## src/rtl/mmcs_pkg.sv

```systemverilog
`default_nettype none
// ----------------------------------------------------------------------------
// mmcs_pkg
// Shared widths, codes and control structs for the min-max contrast stretch.
// ----------------------------------------------------------------------------
package mmcs_pkg;

    localparam int PIX_W     = 16;              // pixel width
    localparam int VAL_W     = 16;              // out_max and mapped value width
    localparam int PROD_W    = PIX_W + VAL_W;   // product out_max * (p - min)
    localparam int DIV_STEPS = VAL_W;           // quotient bits, one per cycle
    localparam int CNT_W     = $clog2(DIV_STEPS);

    localparam logic [VAL_W-1:0] OUT_MAX_RESET = VAL_W'(255);
    localparam logic [PIX_W-1:0] PIX_ALL_ONES  = '1;

    // transaction kinds
    localparam logic KIND_MEASURE = 1'b0;
    localparam logic KIND_MAP     = 1'b1;

    typedef struct packed {
        logic start;
    } div_ctrl_t;

    typedef struct packed {
        logic busy;
        logic done;
    } div_stat_t;

endpackage : mmcs_pkg
`default_nettype wire

```

## src/rtl/minmax_contrast_stretch.sv

```systemverilog
`default_nettype none
// ----------------------------------------------------------------------------
// minmax_contrast_stretch
// Two-pass contrast stretch: measure transactions track the image min/max,
// map transactions scale a pixel to 0..out_max.
// ----------------------------------------------------------------------------
//   channel  prefix  direction  payload
//   input    s_      in         kind, restart, pixel
//   result   m_      out        mapped_value (map transactions only)
//   config   cfg_    in         out_max
//
// a measure transaction updates the statistics in its accept cycle; a map
// that clips to 0 or out_max goes through the hold state into the output reg,
// a map that scales passes the accept cycle, a multiply state, the bit-serial
// divider, the collection of the quotient and the hand-off into the output reg.
// one transaction is in work at a time; the output register lets the next
// transaction in while a result still waits on m_ready.
// synchronous active-low reset clears the statistics and sets out_max to 255.
// ----------------------------------------------------------------------------
module minmax_contrast_stretch
    import mmcs_pkg::*;
(
    input  wire logic             aclk,
    input  wire logic             aresetn,

    input  wire logic             s_valid,
    output logic                  s_ready,
    input  wire logic             s_kind,
    input  wire logic             s_restart,
    input  wire logic [PIX_W-1:0] s_pixel,

    output logic                  m_valid,
    input  wire logic             m_ready,
    output logic [VAL_W-1:0]      m_mapped_value,

    input  wire logic             cfg_valid,
    output logic                  cfg_ready,
    input  wire logic [VAL_W-1:0] cfg_out_max
);

    typedef enum logic [3:0] {
        ST_IDLE = 4'b0001,
        ST_MUL  = 4'b0010,
        ST_DIV  = 4'b0100,
        ST_HOLD = 4'b1000
    } state_t;

    state_t           state_reg,   state_next;
    logic [VAL_W-1:0] out_max_reg, out_max_next;
    logic [PIX_W-1:0] low_reg,     low_next;
    logic [PIX_W-1:0] high_reg,    high_next;
    logic             have_reg,    have_next;
    logic [PIX_W-1:0] diff_reg,    diff_next;
    logic [PIX_W-1:0] den_reg,     den_next;
    logic [VAL_W-1:0] res_reg,     res_next;
    logic             m_valid_reg, m_valid_next;
    logic [VAL_W-1:0] m_value_reg, m_value_next;

    logic             s_accept;
    logic [PIX_W-1:0] eff_low;
    logic [PIX_W-1:0] eff_high;
    logic             out_free;
    logic [PROD_W-1:0] product;

    div_ctrl_t        div_ctrl;
    div_stat_t        div_stat;
    logic [VAL_W-1:0] div_quotient;

    assign s_ready   = (state_reg == ST_IDLE);
    assign s_accept  = s_valid && s_ready;
    assign cfg_ready = 1'b1;
    assign out_free  = !m_valid_reg || m_ready;

    // restart clears the statistics ahead of this measure
    assign eff_low  = s_restart ? PIX_ALL_ONES : low_reg;
    assign eff_high = s_restart ? '0 : high_reg;

    assign product = PROD_W'(out_max_reg) * PROD_W'(diff_reg);

    always_comb begin
        state_next    = state_reg;
        out_max_next  = out_max_reg;
        low_next      = low_reg;
        high_next     = high_reg;
        have_next     = have_reg;
        diff_next     = diff_reg;
        den_next      = den_reg;
        res_next      = res_reg;
        div_ctrl      = '0;
        m_valid_next  = m_valid_reg && !m_ready;
        m_value_next  = m_value_reg;

        if (cfg_valid && cfg_ready) begin
            out_max_next = cfg_out_max;
        end

        unique case (state_reg)
            ST_IDLE: begin
                if (s_accept) begin
                    if (s_kind == KIND_MEASURE) begin
                        low_next  = (s_pixel < eff_low)  ? s_pixel : eff_low;
                        high_next = (s_pixel > eff_high) ? s_pixel : eff_high;
                        have_next = 1'b1;
                    end else if (!have_reg || s_pixel < low_reg) begin
                        res_next   = '0;
                        state_next = ST_HOLD;
                    end else if (s_pixel >= high_reg) begin
                        res_next   = out_max_reg;
                        state_next = ST_HOLD;
                    end else begin
                        diff_next  = s_pixel - low_reg;
                        den_next   = high_reg - low_reg;
                        state_next = ST_MUL;
                    end
                end
            end
            ST_MUL: begin
                // product goes straight into the divider's registers
                div_ctrl.start = 1'b1;
                state_next     = ST_DIV;
            end
            ST_DIV: begin
                if (div_stat.done) begin
                    res_next   = div_quotient;
                    state_next = ST_HOLD;
                end
            end
            ST_HOLD: begin
                if (out_free) begin
                    m_valid_next = 1'b1;
                    m_value_next = res_reg;
                    state_next   = ST_IDLE;
                end
            end
            default: begin
                state_next = ST_IDLE;
            end
        endcase
    end

    always_ff @(posedge aclk) begin
        if (!aresetn) begin
            state_reg   <= ST_IDLE;
            out_max_reg <= OUT_MAX_RESET;
            low_reg     <= PIX_ALL_ONES;
            high_reg    <= '0;
            have_reg    <= 1'b0;
            m_valid_reg <= 1'b0;
        end else begin
            state_reg   <= state_next;
            out_max_reg <= out_max_next;
            low_reg     <= low_next;
            high_reg    <= high_next;
            have_reg    <= have_next;
            m_valid_reg <= m_valid_next;
        end
        diff_reg    <= diff_next;
        den_reg     <= den_next;
        res_reg     <= res_next;
        m_value_reg <= m_value_next;
    end

    mmcs_div u_div (
        .aclk     (aclk),
        .aresetn  (aresetn),
        .ctrl     (div_ctrl),
        .dividend (product),
        .divisor  (den_reg),
        .stat     (div_stat),
        .quotient (div_quotient)
    );

    assign m_valid        = m_valid_reg;
    assign m_mapped_value = m_value_reg;

    a_idle_div_quiet: assert property (@(posedge aclk) disable iff (!aresetn)
        s_ready |-> !div_stat.busy)
        else $error("input ready while divider still running");

    a_done_in_div: assert property (@(posedge aclk) disable iff (!aresetn)
        div_stat.done |-> (state_reg == ST_DIV))
        else $error("divider finished outside the divide state");

    a_stats_ordered: assert property (@(posedge aclk) disable iff (!aresetn)
        have_reg |-> (low_reg <= high_reg))
        else $error("measured minimum above maximum");

    a_divisor_nonzero: assert property (@(posedge aclk) disable iff (!aresetn)
        (state_reg == ST_MUL) |-> (den_reg != '0 && diff_reg < den_reg))
        else $error("scaling with a bad span");

endmodule : minmax_contrast_stretch
`default_nettype wire

```

## src/rtl/mmcs_div.sv

```systemverilog
`default_nettype none
// ----------------------------------------------------------------------------
// mmcs_div
// Radix-2 restoring divider, one quotient bit per cycle. The caller
// guarantees dividend < divisor * 2**VAL_W, so the quotient fits VAL_W bits.
// ----------------------------------------------------------------------------
module mmcs_div
    import mmcs_pkg::*;
(
    input  wire logic              aclk,
    input  wire logic              aresetn,
    input  wire div_ctrl_t         ctrl,
    input  wire logic [PROD_W-1:0] dividend,
    input  wire logic [PIX_W-1:0]  divisor,
    output div_stat_t              stat,
    output logic [VAL_W-1:0]       quotient
);

    logic             busy_reg,    busy_next;
    logic             done_reg,    done_next;
    logic [CNT_W-1:0] count_reg,   count_next;
    logic [PIX_W-1:0] rem_reg,     rem_next;
    logic [VAL_W-1:0] quo_reg,     quo_next;
    logic [PIX_W-1:0] divisor_reg, divisor_next;

    logic [PIX_W:0]   shifted;
    logic [PIX_W:0]   trial;
    logic             fits;

    // bring in the next dividend bit and try the subtraction
    assign shifted = {rem_reg, quo_reg[VAL_W-1]};
    assign trial   = shifted - {1'b0, divisor_reg};
    assign fits    = (shifted >= {1'b0, divisor_reg});

    always_comb begin
        busy_next    = busy_reg;
        done_next    = 1'b0;
        count_next   = count_reg;
        rem_next     = rem_reg;
        quo_next     = quo_reg;
        divisor_next = divisor_reg;
        if (ctrl.start) begin
            busy_next    = 1'b1;
            count_next   = CNT_W'(DIV_STEPS - 1);
            rem_next     = dividend[PROD_W-1:VAL_W];
            quo_next     = dividend[VAL_W-1:0];
            divisor_next = divisor;
        end else if (busy_reg) begin
            rem_next   = fits ? trial[PIX_W-1:0] : shifted[PIX_W-1:0];
            quo_next   = {quo_reg[VAL_W-2:0], fits};
            count_next = count_reg - CNT_W'(1);
            if (count_reg == '0) begin
                busy_next = 1'b0;
                done_next = 1'b1;
            end
        end
    end

    always_ff @(posedge aclk) begin
        if (!aresetn) begin
            busy_reg  <= 1'b0;
            done_reg  <= 1'b0;
            count_reg <= '0;
        end else begin
            busy_reg  <= busy_next;
            done_reg  <= done_next;
            count_reg <= count_next;
        end
        rem_reg     <= rem_next;
        quo_reg     <= quo_next;
        divisor_reg <= divisor_next;
    end

    assign stat.busy = busy_reg;
    assign stat.done = done_reg;
    assign quotient  = quo_reg;

    // partial remainder always stays below the divisor
    a_rem_below_divisor: assert property (@(posedge aclk) disable iff (!aresetn)
        busy_reg |-> (rem_reg < divisor_reg))
        else $error("divider remainder not below divisor");

    a_no_restart_busy: assert property (@(posedge aclk) disable iff (!aresetn)
        busy_reg |-> !ctrl.start)
        else $error("divider started while busy");

    a_done_after_busy: assert property (@(posedge aclk) disable iff (!aresetn)
        done_reg |-> $past(busy_reg))
        else $error("divider done without a running division");

endmodule : mmcs_div
`default_nettype wire

```

## config.mk

```make
export PLATFORM = sky130hd
export DESIGN_NAME = minmax_contrast_stretch
export DESIGN_NICKNAME = d
export VERILOG_FILES = /design/src/rtl/mmcs_pkg.sv /design/src/rtl/minmax_contrast_stretch.sv /design/src/rtl/mmcs_div.sv
export SDC_FILE = /design/constraint.sdc
export NUM_CORES = 1
export LEC_CHECK = 0
export ABC_AREA = 1
export BUFFER_PORTS_ARGS = -buffer_cell sky130_fd_sc_hd__buf_2
export CAP_MARGIN = 20
export CORE_MARGIN = 4
export CORE_UTILIZATION = 60
export DETAILED_ROUTE_END_ITERATION = 8
export PLACE_DENSITY = 0.84
export SYNTH_ARGS = -nofsm -noshare
export SYNTH_HDL_FRONTEND = slang
export SYNTH_SLANG_ARGS = --single-unit
```

## constraint.sdc

```tcl
create_clock -name aclk -period 13.3 [get_ports aclk]
set_input_delay 2.66 -clock aclk [delete_from_list [all_inputs] [get_ports aclk]]
set_output_delay 2.66 -clock aclk [all_outputs]
set_load 0.005 [all_outputs]
```

# ---- Word level (Yosys, flattened, before mapping)
# Index checks and enable logic that the tools add are counted.
dict set report word_totals {
  output_inout_bits 19
  in_bits 39
  latchBits 0
  word_cells 87
  mem_count 0
  mem_bits_rw 0
  ff_bits 172
  rom_bits 0
}
dict set report classes {
  div_mod_pow 0
  magnitude_cmp 5
  n_addsub 4
  reduce_logical 16
  bitwise_logic 5
  n_mux 31
  shifts 0
  mul 1
  eq_ne 9
}
# operator n
set ops {}
lappend ops {{$mux 16} 14}
lappend ops {{$sub 16x16->16} 3}
lappend ops {{$lt 16x16->1} 2}
lappend ops {{$mul 16x16->32} 1}
lappend ops {{$mux 4} 8}
lappend ops {{$pmux 16 s2} 1}
lappend ops {{$ge 17x16->1} 1}
lappend ops {{$ge 16x16->1} 1}
lappend ops {{$gt 16x16->1} 1}
lappend ops {{$pmux 4 s4} 1}
lappend ops {{$reduce_and 5->1} 2}
lappend ops {{$mux 1} 7}
lappend ops {{$ne 2x1->1 const B} 3}
lappend ops {{$not 1->1} 5}
lappend ops {{$eq 4x1->1 const B} 1}
lappend ops {{$eq 4x2->1 const B} 1}
lappend ops {{$eq 4x3->1 const B} 1}
lappend ops {{$eq 4x4->1 const B} 1}
lappend ops {{$logic_not 4->1} 1}
lappend ops {{$reduce_and 4->1} 1}
lappend ops {{$reduce_bool 2->1} 2}
lappend ops {{$sub 4x1->4 const B} 1}
lappend ops {{$logic_not 1->1} 3}
lappend ops {{$ne 3x1->1 const B} 1}
lappend ops {{6 further kinds} 8}

# ---- Depth between registers and ports, before layout
dict set report depth {
  depth_word 6
  ltp_mapped 28
  mapped_depth_nobuf 26
}

# ---- Cells and area by module
# From an unflattened synthesis, not the netlist that was laid out.
dict set report unflattened {
  hier_cells 2576
  area_unflattened_um2 19779.0
}
# module n_inst seq_area_each_um2 area_per_inst_um2 cells_each
set modules_own_cells {}
lappend modules_own_cells {minmax_contrast_stretch 1 3002.9 16201.8 2131}
lappend modules_own_cells {mmcs_div 1 1561.5 3577.2 445}

# ---- Worst setup path after synthesis
# Ideal clock, no wire load.
dict set report synth_path {
  kind {input port to flip-flop}
  start {input port s_pixel[0]}
  end {register den_reg[0], enable pin}
  setup_slack_ns 5.747
  arrival_time_ns 7.052
  required_time_ns 12.798
  stages 12
  setup_ns 0.502
  path_buffers 0
  cell_sequence {inv_1 > ha_1 > fa_1 > inv_1 > nand3_1 > nand2_1 > nand2_1 > nand2_1 > nand2_1 > nand2_1 > nand2_2 > nor4_1}
}
dict set report synth_between {
  elab_chain_cells 4
  elab_cells_between_ends 6
  classes_between {order compare (2); bitwise (2); reduce/logical (2)}
}
# item line_no
set synth_rtl {}
lappend synth_rtl {{from (decl)} minmax_contrast_stretch.sv:30} ;# input wire logic [PIX_W-1:0] s_pixel,
lappend synth_rtl {{$lt 16x16->1} minmax_contrast_stretch.sv:104} ;# end else if (!have_reg || s_pixel < low_reg) begin
lappend synth_rtl {{$logic_or 1x1->1} minmax_contrast_stretch.sv:104}
lappend synth_rtl {{$not 1->1 (no line)} -}
lappend synth_rtl {{$reduce_and 5->1 (no line) (*)} -}
lappend synth_rtl {{to (signal assigned)} minmax_contrast_stretch.sv:158} ;# den_reg <= den_next;
lappend synth_rtl {{to (decl)} minmax_contrast_stretch.sv:54} ;# logic [PIX_W-1:0] den_reg, den_next;
# Every way passes the cells marked *; elsewhere a longest branch is shown, timed or not.
# A chain may end at the register's enable or synchronous reset.

# ---- Worst setup path after layout
dict set report layout_path {
  start {register out_max_reg[6]}
  end {register u_div.rem_reg[13] (data pin)}
}
dict set report layout_between {
  elab_chain_cells 2
}
# item line_no
set layout_rtl {}
lappend layout_rtl {{from (decl)} minmax_contrast_stretch.sv:49} ;# logic [VAL_W-1:0] out_max_reg, out_max_next;
lappend layout_rtl {{from (signal assigned)} minmax_contrast_stretch.sv:151} ;# out_max_reg <= out_max_next;
lappend layout_rtl {{$mul 16x16->32} minmax_contrast_stretch.sv:78} ;# assign product = PROD_W'(out_max_reg) * PROD_W'(diff_reg);
lappend layout_rtl {{$mux 16} mmcs_div.sv:42} ;# if (ctrl.start) begin
lappend layout_rtl {{named net u_div.rem_next[13]} mmcs_div.sv:22} ;# logic [PIX_W-1:0] rem_reg, rem_next;
lappend layout_rtl {{to (signal assigned)} mmcs_div.sv:69} ;# rem_reg <= rem_next;
lappend layout_rtl {{to (decl)} mmcs_div.sv:22}
# The timed path passes the listed nets, and every way through them passes these cells.

==> impl_results.md <==
* Maximum VDD drop at 129 uV
* Total Wirelength at 52200 um
* All-Layer GR Usage at 30.0%
* Most common flop cell mapped by yosys: edfxtp_1
* Overflow after GRT at 0
* Worst setup EP type: flip-flop
* Share of the synthesized area in the top cell type at 20.1%
* Vias in the first global route at 17200
* Number of port buffers at 56
* Seq cells post-synth at 172
* CP Class: flip-flop to flip-flop
* # fillers at 2744
* Cell at the root of the clock tree: clkbuf_16
* Num CTS Buffers at 17
* Antenna viol nets, final at 0
* Peak Freq at 0.158 GHz
* Slew Viols, Final at 0
* Fraction of layout cells with a size suffix above 1 at 4.62%
* CTS clk-pin slew, worst paths at 0.07 ns
* Synth async-reset ratio at 0%
* Fin crit period at 6.31 ns
* Via density at 5.56
* GPL Wtd Cong at 0.931
* Number of synthesized flops with an enable pin at 112
* Postcts setup bufs at 0
* Placed insts at 3005
* Hold Path Stages at 0
* ANT cells at 0
* Syn_nets at 3034
* Mean Syn Cell Area at 7.56 sq um
* Drt first pass iters at 5
* Setup ws final at 6.99 ns
* Required @ worst endpoint at 13.50 ns
* CTS H-tree lvls at 4
* PwrDens at 158 nW/um^2
* First-pass GRT wire length at 86000 um
* Finished Layout Cells at 3037
* RSZ-0062 raised after global routing: false
* Post-cts hold buffer count at 0
* Clock Skew at 0.0112 ns
* CTS tree: done
* Yosys warns at 0
* Clock Path Buffers at 2
* Logic pwr share at 65.1%
* Switching Share at 51.3%
* P_int at 0.00159 W
* Worst skew pair latency at 0.45 ns
* P_sw at 0.00168 W
* I/O pin total at 58
* Synth Instances at 2599
* Slew @ Worst Pin at 1.07 ns
* Post-cts sizing count at 0
* Setup Slack @ Placement at 7.10 ns
* Fin nets at 3017
* Clock tree sinks at 172
* Worst Setup Start Kind: flip-flop
* Placed cell area at 20200 sq um
* Top cell type by total area after synthesis: fa_1
* Die area at 35700 sq um
* Initial Util at 60.6%
* Worst hold path type: flip-flop to flip-flop
* Die height at 189 um
* Initial drt markers at 1717
* Synth cell types at 41
* Post-detail-place hpwl at 40800 um
* Initial antenna violation count at 0
* Leak Pwr at 11.2 nW
* Final Hold Viols at 0
* Largest net degree at the start of global routing at 54
* Area grow syn2layout at 5.42%
* Worst EP arrival at 6.52 ns
* Setup Viol. Count Final at 0
* Max cap viols at 0
* Setup TNS at 0 ns
* Clk pwr share at 15.1%
* DRC viols at 0
* Status: completed
* Reg2Reg Depth at 19
* Vias at 16900
* Sequential power share at 19.7%
* Sequential fraction of the synthesis area at 23.2%
* Post-synthesis cell area at 19700 sq um
* Design area at 20700 sq um
* Rows at 66
* Synth top area cells: fa_1 (20%), edfxtp_1 (17%), nand2_1 (13%)
* Slew headroom at 28.8%
* CP max FO at 18
* Die W at 189 um
* Wire per inst at 17.2 um
* Fin crit share at 47.5%
* Tot Pwr at 0.00327 W
* CORE AREA at 32500 sq um
[routing by layer]
layer / wire, um / part of all wire (%) / global-route usage, % / up-vias
met3: 4530 / 8.7 / 5.79 / 156
li1: - / - / - / 7939
met5: 0 / 0 / 0 / -
met1: 20500 / 39 / 38.1 / 7994
met2: 25300 / 48 / 51.6 / 789
met4: 1820 / 3.5 / 10.8 / 0
[final timing paths]
| kind | startpoint | end | slack (ns) |
|---|---|---|---|
| max | out_max_reg[6]$_SDFFE_PN1P_ | u_div.rem_reg[13]$_DFFE_PP_ | 6.99 |
| min reg2reg | den_reg[7]$_DFFE_PP_ | u_div.divisor_reg[7]$_DFFE_PP_ | 0.42 |
| max reg2reg | out_max_reg[6]$_SDFFE_PN1P_ | u_div.rem_reg[13]$_DFFE_PP_ | 6.99 |
| min | den_reg[7]$_DFFE_PP_ | u_div.divisor_reg[7]$_DFFE_PP_ | 0.42 |
[cell usage after synthesis (25+ instances only)]
library cell,n
nand2_1,690
inv_1,571
ha_1,199
fa_1,197
nand3_1,174
a21oi_1,138
nor2_1,136
edfxtp_1,112
clkbuf_1,82
o21ai_0,81
dfxtp_1,60
xor2_1,25
[per-stage QoR]
stage	utilization (%)	hold WS, ns
floorplan	-	0.400
global placement	62.1	0.403
detailed placement	62.1	0.405
CTS	63.9	0.418
global route	63.9	0.430
finish	63.9	0.416
[worst max-delay path: stages (launching register included)]
cell	delay, ns
dfxtp_1	1.00
nand2_1	0.21
fa_1	0.58
inv_1	0.05
fa_1	0.51
fa_1	0.44
fa_1	0.51
fa_1	0.54
inv_1	0.05
fa_1	0.53
inv_1	0.04
ha_1	0.37
nand2_1	0.19
inv_1	0.05
a21oi_1	0.32
o21ai_0	0.19
a21oi_1	0.21
nand3_1	0.09
nand3_1	0.09
nand2_1	0.06
[power by group through the flow]
stage	sequential, W	combinational [W]	clock (W)
final	0.000645	0.00213	0.000494
after global routing	0.000648	0.00243	0.000522
after CTS	0.000644	0.00211	0.000498
after detailed placement	0.000656	0.00209	0
after global placement	0.000654	0.00207	0
after floorplan	0.000632	0.00153	0
[kinds of logic (layout without fill, tap and decap cells)]
| kind of cell | Yosys count | in the layout | synth area share (%) |
|---|---|---|---|
| compound gates | 247 | 247 | 6.62 |
| xor+xnor | 46 | 46 | 2.05 |
| fa+ha+maj | 396 | 396 | 32.7 |
| buf+inv | 681 | 677 | 13.2 |
| flops | 172 | 172 | 23.2 |
| other cells | 1 | 1 | 0.0191 |
| simple gates | 1056 | 1056 | 22.2 |
[cell usage in the layout (no fill, tap or decap), drive strengths merged, types with 21 or more instances in the layout]
cell type and instances:
nand2 695, inv 588, ha 199, fa 197
nand3 174, nor2 139, a21oi 138, edfxtp 112
o21ai 82, buf 66, dfxtp 60, xor2 25
xnor2 21
[area by class of cell]
type	instances	area [sq um]	share of cell area, %
flip-flops and latches	172	4560	22.0
clock inverters	15	141	0.682
repair buffers	66	355	1.71
clock buffers	17	425	2.05
inverters	579	2170	10.5
well taps	442	553	2.67
multi-input cells	1746	12500	60.4
Note: power is estimated with default switching activity, not from simulation.
